<file path="config.mk">
export PLATFORM = sky130hd
export DESIGN_NAME = binary_line_run_detector
export DESIGN_NICKNAME = d
export VERILOG_FILES = /design/src/blrd_pkg.sv /design/src/binary_line_run_detector.sv /design/src/blrd_front.sv /design/src/blrd_queue.sv /design/src/blrd_back.sv
export VERILOG_INCLUDE_DIRS = /design/src /design/src/src
export SDC_FILE = /design/constraint.sdc
export NUM_CORES = 1
export LEC_CHECK = 0
export BUFFER_PORTS_ARGS = -buffer_cell sky130_fd_sc_hd__buf_2
export CAP_MARGIN = 20
export CORE_MARGIN = 2
export CORE_UTILIZATION = 61
export CTS_BUF_LIST = sky130_fd_sc_hd__clkbuf_4
export DETAILED_ROUTE_END_ITERATION = 7
export PLACE_DENSITY = 0.8
export SLEW_MARGIN = 0
export SYNTH_ARGS = -nofsm -noshare
export SYNTH_HDL_FRONTEND = slang
export SYNTH_SLANG_ARGS = --single-unit
</file>
<file path="constraint.sdc">
create_clock -name clk -period 8.4 [get_ports clk]
set_clock_uncertainty 0.15 [all_clocks]
set_input_delay 0.42 -clock clk [delete_from_list [all_inputs] [get_ports clk]]
set_output_delay 0.42 -clock clk [all_outputs]
set_load 0.005 [all_outputs]
</file>
<file path="src/binary_line_run_detector_assert.svh">
// Assertion macros shared by the run detector modules.
`ifndef BINARY_LINE_RUN_DETECTOR_ASSERT_SVH
`define BINARY_LINE_RUN_DETECTOR_ASSERT_SVH

// Property checked on every rising clock edge outside reset.
`define BLRD_ASSERT(lbl, prop, msg) \
	lbl: assert property (@(posedge clk) disable iff (!arst_n) (prop)) else $error(msg);

// Antecedent implies consequent in the next cycle.
`define BLRD_ASSERT_NEXT(lbl, ante, cons, msg) \
	lbl: assert property (@(posedge clk) disable iff (!arst_n) (ante) |=> (cons)) \
		else $error(msg);

`endif

</file>
<file path="src/blrd_pkg.sv">
// Shared types and constants of the binary line run detector.
package blrd_pkg;

	localparam int COL_W = 11;
	localparam int NUM_W = 4;
	localparam int THR_W = 8;
	localparam int CFG_IDX_W = 2;
	localparam int CFG_DATA_W = 11;

	localparam int QUEUE_DEPTH = 4;
	localparam int QPTR_W = $clog2(QUEUE_DEPTH);
	localparam int QCNT_W = $clog2(QUEUE_DEPTH + 1);

	localparam logic [CFG_IDX_W-1:0] REG_WHITE_THRESHOLD = 2'd0;
	localparam logic [CFG_IDX_W-1:0] REG_MIN_RUN_LENGTH  = 2'd1;

	localparam logic [THR_W-1:0] WHITE_THRESHOLD_RST = 8'd150;
	localparam logic [COL_W-1:0] MIN_RUN_LENGTH_RST  = 11'd10;

	localparam logic [COL_W-1:0] COL_MAX = {COL_W{1'b1}};
	localparam logic [NUM_W-1:0] NUM_MAX = {NUM_W{1'b1}};

	// Classified pixel passed from front to back
	typedef struct packed {
		logic white;
	} pix_t;

	typedef struct packed {
		logic full;
		logic empty;
	} qstat_t;

	typedef struct packed {
		logic             pixel_white;
		logic             run_found;
		logic [COL_W-1:0] run_start;
		logic [COL_W-1:0] run_end;
		logic [COL_W-1:0] run_center;
		logic [NUM_W-1:0] run_number;
	} result_t;

endpackage

</file>
<file path="src/binary_line_run_detector.sv">
// Top level of the binary line run detector: config registers, front, queue and back.
// Path: an accepted pixel passes the front register, the queue and the result register in turn.
// Throughput: one pixel per clock; the front register, four-entry queue and result
// register each move one request per cycle and stall independently.
// Reset: asynchronous, active low; queues empty, row state zero,
// white_threshold = 150, min_run_length = 10.
module binary_line_run_detector #(
	parameter int LINE_WIDTH = 320
) (
	input  logic                             clk,
	input  logic                             arst_n,
	input  logic                             push,
	output logic                             full,
	input  logic [7:0]                       red,
	input  logic [7:0]                       green,
	input  logic [7:0]                       blue,
	output logic                             empty,
	input  logic                             pop,
	output logic                             pixel_white,
	output logic                             run_found,
	output logic [10:0]                      run_start,
	output logic [10:0]                      run_end,
	output logic [10:0]                      run_center,
	output logic [3:0]                       run_number,
	input  logic                             cfg_valid,
	output logic                             cfg_ready,
	input  logic [blrd_pkg::CFG_IDX_W-1:0]   cfg_index,
	input  logic [blrd_pkg::CFG_DATA_W-1:0]  cfg_data
);

	logic [blrd_pkg::THR_W-1:0] white_threshold_q;
	logic [blrd_pkg::COL_W-1:0] min_run_length_q;
	blrd_pkg::qstat_t           qstat;
	blrd_pkg::pix_t             fq_data, qb_data;
	blrd_pkg::result_t          result;
	logic                       q_push, q_pop, out_valid;

	assign cfg_ready = 1'b1;

	always_ff @(posedge clk or negedge arst_n) begin
		if (!arst_n) begin
			white_threshold_q <= blrd_pkg::WHITE_THRESHOLD_RST;
			min_run_length_q  <= blrd_pkg::MIN_RUN_LENGTH_RST;
		end else if (cfg_valid && cfg_ready) begin
			unique case (cfg_index)
				blrd_pkg::REG_WHITE_THRESHOLD: white_threshold_q <= cfg_data[blrd_pkg::THR_W-1:0];
				blrd_pkg::REG_MIN_RUN_LENGTH:  min_run_length_q  <= cfg_data[blrd_pkg::COL_W-1:0];
				default: ;
			endcase
		end
	end

	blrd_front u_front (
		.clk             (clk),
		.arst_n          (arst_n),
		.push            (push),
		.full            (full),
		.red             (red),
		.green           (green),
		.blue            (blue),
		.white_threshold (white_threshold_q),
		.qstat           (qstat),
		.q_push          (q_push),
		.q_data          (fq_data)
	);

	blrd_queue u_queue (
		.clk    (clk),
		.arst_n (arst_n),
		.push_i (q_push),
		.data_i (fq_data),
		.pop_i  (q_pop),
		.data_o (qb_data),
		.stat_o (qstat)
	);

	blrd_back #(
		.LINE_WIDTH (LINE_WIDTH)
	) u_back (
		.clk            (clk),
		.arst_n         (arst_n),
		.qstat          (qstat),
		.q_data         (qb_data),
		.q_pop          (q_pop),
		.min_run_length (min_run_length_q),
		.out_pop        (pop),
		.out_valid      (out_valid),
		.result         (result)
	);

	assign empty       = !out_valid;
	assign pixel_white = result.pixel_white;
	assign run_found   = result.run_found;
	assign run_start   = result.run_start;
	assign run_end     = result.run_end;
	assign run_center  = result.run_center;
	assign run_number  = result.run_number;

endmodule

</file>
<file path="src/blrd_front.sv">
// Front end: accepts a pixel, thresholds its averaged intensity, feeds the queue.
module blrd_front (
	input  logic                        clk,
	input  logic                        arst_n,
	input  logic                        push,
	output logic                        full,
	input  logic [7:0]                  red,
	input  logic [7:0]                  green,
	input  logic [7:0]                  blue,
	input  logic [blrd_pkg::THR_W-1:0]  white_threshold,
	input  blrd_pkg::qstat_t            qstat,
	output logic                        q_push,
	output blrd_pkg::pix_t              q_data
);

	// x/3 for 8-bit x: (x * 171) >> 9 is exact over 0..255
	function automatic logic [6:0] div3(input logic [7:0] x);
		logic [15:0] prod;
		prod = 16'(x) * 16'd171;
		return prod[15:9];
	endfunction

	logic [8:0]     level;
	logic           valid_s1;
	blrd_pkg::pix_t pix_s1;
	logic           adv;

	assign level = 9'(div3(red)) + 9'(div3(green)) + 9'(div3(blue));
	assign adv   = !valid_s1 || !qstat.full;
	assign full  = !adv;

	always_ff @(posedge clk or negedge arst_n) begin
		if (!arst_n) begin
			valid_s1 <= 1'b0;
		end else if (adv) begin
			valid_s1 <= push;
		end
	end

	always_ff @(posedge clk) begin
		if (adv && push) begin
			pix_s1.white <= (level >= 9'(white_threshold));
		end
	end

	assign q_push = valid_s1 && !qstat.full;
	assign q_data = pix_s1;

endmodule

</file>
<file path="src/blrd_queue.sv">
// Short FIFO of classified pixels between front and back.
`include "binary_line_run_detector_assert.svh"

module blrd_queue (
	input  logic             clk,
	input  logic             arst_n,
	input  logic             push_i,
	input  blrd_pkg::pix_t   data_i,
	input  logic             pop_i,
	output blrd_pkg::pix_t   data_o,
	output blrd_pkg::qstat_t stat_o
);

	blrd_pkg::pix_t                 mem [blrd_pkg::QUEUE_DEPTH];
	logic [blrd_pkg::QPTR_W-1:0]    wptr_q;
	logic [blrd_pkg::QPTR_W-1:0]    rptr_q;
	logic [blrd_pkg::QCNT_W-1:0]    count_q;

	localparam logic [blrd_pkg::QCNT_W-1:0] DEPTH_CNT =
		blrd_pkg::QCNT_W'(blrd_pkg::QUEUE_DEPTH);
	localparam logic [blrd_pkg::QPTR_W-1:0] LAST_PTR =
		blrd_pkg::QPTR_W'(blrd_pkg::QUEUE_DEPTH - 1);

	assign stat_o.full  = (count_q == DEPTH_CNT);
	assign stat_o.empty = (count_q == '0);
	assign data_o       = mem[rptr_q];

	always_ff @(posedge clk) begin
		if (push_i) begin
			mem[wptr_q] <= data_i;
		end
	end

	always_ff @(posedge clk or negedge arst_n) begin
		if (!arst_n) begin
			wptr_q  <= '0;
			rptr_q  <= '0;
			count_q <= '0;
		end else begin
			if (push_i) begin
				wptr_q <= (wptr_q == LAST_PTR) ? '0 : wptr_q + 1'b1;
			end
			if (pop_i) begin
				rptr_q <= (rptr_q == LAST_PTR) ? '0 : rptr_q + 1'b1;
			end
			case ({push_i, pop_i})
				2'b10:   count_q <= count_q + 1'b1;
				2'b01:   count_q <= count_q - 1'b1;
				default: count_q <= count_q;
			endcase
		end
	end

	`BLRD_ASSERT(a_q_no_overflow, !(push_i && stat_o.full && !pop_i), "queue overflow")
	`BLRD_ASSERT(a_q_no_underflow, !(pop_i && stat_o.empty), "queue underflow")

endmodule

</file>
<file path="src/blrd_back.sv">
// Back end: per-row run tracking and the result register.
`include "binary_line_run_detector_assert.svh"

module blrd_back #(
	parameter int LINE_WIDTH = 320
) (
	input  logic                        clk,
	input  logic                        arst_n,
	input  blrd_pkg::qstat_t            qstat,
	input  blrd_pkg::pix_t              q_data,
	output logic                        q_pop,
	input  logic [blrd_pkg::COL_W-1:0]  min_run_length,
	input  logic                        out_pop,
	output logic                        out_valid,
	output blrd_pkg::result_t           result
);

	localparam logic [blrd_pkg::COL_W-1:0] LAST_COL = blrd_pkg::COL_W'(LINE_WIDTH - 1);

	logic [blrd_pkg::COL_W-1:0] col_q, wlen_q, rbegin_q;
	logic [blrd_pkg::COL_W-1:0] col_n, wlen_n, rbegin_n;
	logic [blrd_pkg::NUM_W-1:0] runs_q, runs_n;
	logic                       prev_q, prev_n;
	logic                       out_valid_q;
	blrd_pkg::result_t          res_q, res_n;
	logic [blrd_pkg::COL_W:0]   mid_sum;
	logic [blrd_pkg::COL_W-1:0] wlen_inc;
	logic                       take;

	assign take      = !out_valid_q || out_pop;
	assign q_pop     = take && !qstat.empty;
	assign out_valid = out_valid_q;
	assign result    = res_q;

	assign wlen_inc = (wlen_q == blrd_pkg::COL_MAX) ? wlen_q : wlen_q + 1'b1;
	assign mid_sum  = {1'b0, rbegin_q} + {1'b0, col_q};

	always_comb begin
		wlen_n   = wlen_q;
		rbegin_n = rbegin_q;
		runs_n   = runs_q;
		res_n    = '0;
		res_n.pixel_white = q_data.white;
		if (col_q != '0) begin
			if (prev_q) begin
				wlen_n = wlen_inc;
				if (wlen_inc > min_run_length && !q_data.white) begin
					res_n.run_found  = 1'b1;
					res_n.run_start  = rbegin_q;
					res_n.run_end    = col_q;
					res_n.run_center = mid_sum[blrd_pkg::COL_W:1];
					res_n.run_number = runs_q;
					if (runs_q != blrd_pkg::NUM_MAX) begin
						runs_n = runs_q + 1'b1;
					end
				end
			end else begin
				wlen_n   = '0;
				rbegin_n = col_q;
			end
		end
		prev_n = q_data.white;
		col_n  = col_q + 1'b1;
		// last column of the row: start the next row clean
		if (col_q >= LAST_COL) begin
			col_n    = '0;
			prev_n   = 1'b0;
			wlen_n   = '0;
			rbegin_n = '0;
			runs_n   = '0;
		end
	end

	always_ff @(posedge clk or negedge arst_n) begin
		if (!arst_n) begin
			col_q       <= '0;
			prev_q      <= 1'b0;
			wlen_q      <= '0;
			rbegin_q    <= '0;
			runs_q      <= '0;
			out_valid_q <= 1'b0;
		end else begin
			if (q_pop) begin
				col_q    <= col_n;
				prev_q   <= prev_n;
				wlen_q   <= wlen_n;
				rbegin_q <= rbegin_n;
				runs_q   <= runs_n;
			end
			if (take) begin
				out_valid_q <= !qstat.empty;
			end
		end
	end

	always_ff @(posedge clk) begin
		if (q_pop) begin
			res_q <= res_n;
		end
	end

	`BLRD_ASSERT(a_found_on_black, !(out_valid_q && res_q.run_found && res_q.pixel_white), "run reported on a white pixel")
	`BLRD_ASSERT(a_start_before_end, !(out_valid_q && res_q.run_found && res_q.run_start >= res_q.run_end), "run start not before end")

endmodule
</file>
Word-level counts from Yosys, hierarchy flattened

Memories as Yosys holds them, arrays and structs flattened.
Index checks and enable logic that the tools add are counted.

Register bits after elaboration: 106
Bits in latches: 0
Bits in writable memories: 4
Memory bits (read-only): 0
Input bits: 42
Output and inout port bits: 42
Word-level logic and storage cells: 92
Memories kept: 1

Add/sub/neg operators: 10
Multiply operators: 3
Div/mod/pow operators: 0
$lt $le $gt $ge: 3
Eq/ne operators: 9
Shift-type cells: 0
Muxes and demuxes: 20
Bitwise logic cells: 0
Reductions and logical operators: 27

Memory list:

| name        | depth | width | rd ports | clocked after Yosys merged registers in | wr ports | line             | source |
|---|---|---|---|---|---|---|---|
| u_queue.mem | 4     | 1     | 1        | 0                                       | 1        | blrd_queue.sv:14 | `blrd_pkg::pix_t mem [blrd_pkg::QUEUE_DEPTH];` |

Operators with widths:

| cell                    | count |
|---|---|
| $mux W11                | 8 |
| $mul A8 B8 Y16 const B  | 3 |
| $mux W38                | 1 |
| $add A11 B1 Y11 const B | 2 |
| $mux W4                 | 5 |
| $add A11 B11 Y12        | 1 |
| $eq A11 B11 Y1 const B  | 1 |
| $ge A11 B9 Y1 const B   | 1 |
| $gt A11 B11 Y1          | 1 |
| $reduce_bool A11 Y1     | 1 |
| $reduce_bool A2 Y1      | 5 |
| $add A9 B7 Y9           | 1 |
| $ge A9 B8 Y1            | 1 |
| $add A7 B7 Y8           | 1 |
| $reduce_and A2 Y1       | 4 |
| $eq A2 B2 Y1 const B    | 3 |
| $logic_not A1 Y1        | 6 |
| $pmux W3 S2             | 1 |
| $reduce_and A3 Y1       | 2 |
| $reduce_and A5 Y1       | 1 |
| $add A2 B1 Y2 const B   | 2 |
| $add A4 B1 Y4 const B   | 1 |
| $eq A2 B1 Y1 const B    | 2 |
| $logic_and A1 B1 Y1     | 4 |
| other kinds (10)        | 14 |

Longest topological paths before layout

Depth in word-level cells: 8
Mapped depth: 28
Depth with buffers taken out: 28

Modules after synthesis

Synthesis repeated with hierarchy kept, for this count alone.

Cell total of the unflattened synthesis: 942
Area, all modules: 9,633.0 um^2

By module, submodules not included:

| module                   | times used | cells an instance | area an instance (um^2) | seq. area each (um^2) |
|---|---|---|---|---|
| blrd_back                | 1          | 391               | 4,165.2                 | 2,147.1 |
| blrd_front               | 1          | 463               | 4,160.2                 | 55.1 |
| binary_line_run_detector | 1          | 44                | 745.7                   | 483.0 |
| blrd_queue               | 1          | 44                | 561.8                   | 295.3 |

Least setup slack after synthesis

No wires, ideal clock.

Kind: input -> register
Start: in red[1]
End: reg u_front.pix_s1 (netlist: u_front.q_data), data pin
Library setup time: 259 ps
Data arrival time: 5,992 ps
Required time: 7,991 ps
Path slack: 1,999 ps
Stages on the path: 25
Path buffers: 0
Cells stage by stage: ha_1 > fa_1 > fa_1 > inv_1 > fa_1 > inv_1 > ha_1 > a2111oi_0 > nand2_1 > o31ai_2 > xnor2_1 > inv_1 > fa_1 > inv_1 > fa_1 > a21o_1 > a21oi_1 > nor2b_1 > o21a_1 > nor2_1 > xnor2_1 > ha_1 > a21oi_1 > o21ai_0 > a211o_1

Word-level cells in the longest chain between the ends: 4

Ends and longest elaborated chain:

| element         | line                           | source |
|---|---|---|
| start, declared | binary_line_run_detector.sv:14 | `input logic [7:0] red,` |
| $mul A8 B8 Y16  | blrd_front.sv:19               | `prod = 16'(x) * 16'd171;` |
| $add A7 B7 Y8   | blrd_front.sv:28               | `assign level = 9'(div3(red)) + 9'(div3(green)) + 9'(div3(blue));` |
| $add A9 B7 Y9   | blrd_front.sv:28               |  |
| $ge A9 B8 Y1    | blrd_front.sv:42               | `pix_s1.white <= (level >= 9'(white_threshold));` |
| end, declared   | blrd_front.sv:25               | `blrd_pkg::pix_t pix_s1;` |

Every way passes these cells.
A chain may end at the register's enable or synchronous reset.

Final worst setup path

Same ends and word-level chain as after synthesis.

==> reports/qor.txt <==
Setup TNS -> 0 ns
compound-gate portion of the synthesized area -> 10.63%
GRT Residual Overflow -> 0
HPWL after detailed placement -> 13.08 mm
crit path kind -> in2reg
routed wire length -> 16.39 mm
Clock Pin Slew Worst Setup and Hold Paths -> 0.17 ns
Syn Inst Count -> 926
Worst-Margin Slew -> 0.8382 ns
asr flop ratio synth -> 60.00%
crit path DAT -> 6.50 ns
final worst setup slack -> 2.003 ns
DR DRC count -> 0
XOR/XNOR share of the synthesized area -> 3.946%
Non-Filler Instances -> 1207
Achievable Freq -> 156.3 MHz
VDD IR max -> 0.0003510 V
Power Dens Cells -> 324.5 nW/µm²
vias in the first global route -> 6197
main combinational cell family by area after synthesis -> adder cells
H-Tree Level Count -> 3
CTS root buffer -> clkbuf_4
post-CTS sizing -> 0
CP startpoint kind -> input pin
via/cell ratio -> 5.446
Fin. Hold Viols -> 0
core box area -> 15090 µm²
First DRT Iteration DRCs -> 400
RSZ-0062 raised after global routing -> false
WHS -> 0.02738 ns
share of cells above drive strength 1 -> 13.16%
outcome -> complete, no violations
crit path launch -> red[1]
synth unique cells -> 60
first-pass GRT wire length -> 27.50 mm
per-cell routed wire length -> 13.58 µm
Leak -> 5.269 nW
Post-CTS Setup Bufs -> 0
Synth Warn # -> 0
Worst Reg-to-Reg Cells -> 14
Longest Clk Path Bufs -> 2
Slew headroom -> 44.12%
syn nets -> 1184
area grow syn2layout -> 8.536%
Port-buffer cells -> 82
Skew-Pair Late Insertion Delay -> 0.48 ns
Final Net Count -> 1271
Post-DRT Antenna Nets -> 0
post-synthesis adder-cell area fraction -> 32.21%
gp weighted congestion -> 0.8752
commonest non-fill, non-tap cell in the layout -> ha_1
most frequent cells in the layout -> 176 x ha_1, 141 x inv_1, 82 x buf_2
Netlist Area Pre-Place -> 9323 µm²
Post-synth EDFFs -> 44
dominant synthesized flop cell -> dfrtp_1
Worst R2R End -> u_back.result[26]
Worst Hold Class -> in2reg
sequential area share after synthesis -> 31.97%
Ports -> 84
CTS Sinks -> 110
final worst-path cycle share -> 76.16%
Worst Setup EP -> u_front.q_data
CTS Buf Count -> 9
Worst Path Required -> 8.50 ns
average size of a mapped cell -> 10.07 µm²
CTS tree -> yes
Pwr Total -> 3.283 mW
Final Max Slew Viols -> 0
# setup viols final -> 0
initial antenna violation count -> 1
post-synthesis register bit count -> 110
row cnt -> 45
Setup crit end kind -> flip-flop
Max Cap Viol -> 0
GRT Overall Usage -> 20.61%
worst-path maximum fanout -> 4
R2R Path Start -> u_back.wlen_q[0]
Starting Density -> 61.78%
via count -> 6573
die width -> 127.6 µm
hold_buf cts -> 3
reg2reg setup slack -> 3.79 ns
placed cell count -> 1183
Crit-path slowest cell -> fa_1
Simple-Gate Fraction of Synth Area -> 12.67%
die area -> 16290 µm²
Place WS -> 1.471 ns
most used cell, CP -> fa_1
DRT Pass-1 Iters -> 5
post-layout min period -> 6.397 ns
crit-path max cell delay -> 0.52 ns
mux cell area share after synthesis -> 1.919%
filler cell count in the final layout -> 1218
largest net degree at the start of global routing -> 67
Die Y-Extent -> 127.6 µm
==> area by class of cell <==
class / instances / area, µm² / share of cell area, %
Clock buffer: 9 / 67.56 / 0.6677
Clock inverter: 7 / 63.81 / 0.6306
Timing Repair Buffer: 93 / 510.5 / 5.045
Antenna cell: 1 / 2.502 / 0.02473
Sequential cell: 110 / 2980 / 29.45
Inverter: 142 / 533.0 / 5.268
Multi-Input combinational cell: 657 / 5725 / 56.58
Tap cell: 188 / 235.2 / 2.325
==> worst max-delay path, delay by kind of cell <==
family	cells	cell delay, ns
buf+inv	5	0.38
fa+ha+maj	8	3.27
simple gates	3	0.34
compound gates	8	1.77
xor+xnor	2	0.33
==> cells in the mapped netlist, types with 4 or more instances <==
cell / instances / area [µm²]
nand3_1: 21 / 105.1
o21ai_0: 43 / 215.2
fa_1: 40 / 800.8
a31oi_1: 7 / 43.79
nand2_1: 68 / 255.2
inv_1: 142 / 533.0
ha_1: 176 / 2202
or2_2: 4 / 25.02
and3_1: 17 / 106.4
buf_2: 6 / 30.03
a21o_1: 16 / 120.1
dfstp_2: 6 / 157.7
dfrtp_1: 60 / 1501
and4_1: 4 / 35.03
a21oi_1: 26 / 130.1
edfxtp_1: 44 / 1321
o31ai_1: 5 / 37.54
o21a_1: 11 / 82.58
a22o_1: 9 / 78.83
xor2_1: 12 / 105.1
and2_1: 29 / 181.4
a211oi_1: 4 / 30.03
nor2_1: 36 / 135.1
clkbuf_1: 8 / 30.03
xnor2_1: 30 / 262.8
mux2_2: 13 / 146.4
o41ai_1: 5 / 43.79
nor3_1: 23 / 115.1
nor2b_1: 10 / 62.56
nand2b_1: 8 / 50.05
==> routing by layer <==
layer	wire (µm)	vias up	track usage, %
met3	507	18	3.224
met5	0	-	0
li1	-	3363	-
met2	7998	93	34.70
met1	7706	3099	28.32
met4	181	0	4.783
==> flip-flops by register name, summed over array words and instances, names as in the netlist <==
name and cells:
white_threshold_q 8, u_back.runs_q 4, min_run_length_q 11, u_front.q_data 1
u_front.valid_s1 1, u_queue.wptr_q 2, u_back.prev_q 1, u_back.out_valid 1
u_back.col_q 11, u_back.wlen_q 11, u_back.rbegin_q 11, u_back.result 39
u_queue.mem 4, u_queue.count_q 3, u_queue.rptr_q 2
==> worst min path at each step <==
stage	startpoint	end	slack [ns]	cells past startpoint
finish	cfg_data[1]	white_threshold_q[1]	0.03	3
global placement	min_run_length_q[10]	min_run_length_q[10]	0.34	1
CTS	cfg_data[1]	white_threshold_q[1]	0.004	3
global route	cfg_data[1]	white_threshold_q[1]	0.002	3
floorplan	arst_n	min_run_length_q[0]	-0.03	0
detailed placement	min_run_length_q[9]	min_run_length_q[9]	0.34	1
==> power breakdown <==
part | internal, mW | switching, mW
clock network | 0.0685 | 0.187
logic | 1.07 | 1.16
registers | 0.709 | 0.0865
total | 1.85 | 1.44
==> logic make-up after synthesis <==
| group | after synthesis |
|---|---|
| compound gates | 149 |
| xor+xnor | 42 |
| fa+ha+maj | 216 |
| buf+inv | 159 |
| flops | 110 |
| mux | 15 |
| other cells | 1 |
| simple gates | 234 |
==> metrics by stage <==
step | util (%) | cell area, µm²
6_report | 67.06 | 10120
2_1_floorplan | - | 9323
3_3_place_gp | 65.70 | 9915
4_1_cts | 66.77 | 10080
3_5_place_dp | 65.70 | 9915
5_1_grt | 67.06 | 10120
Power figures use the tool's default switching activity.
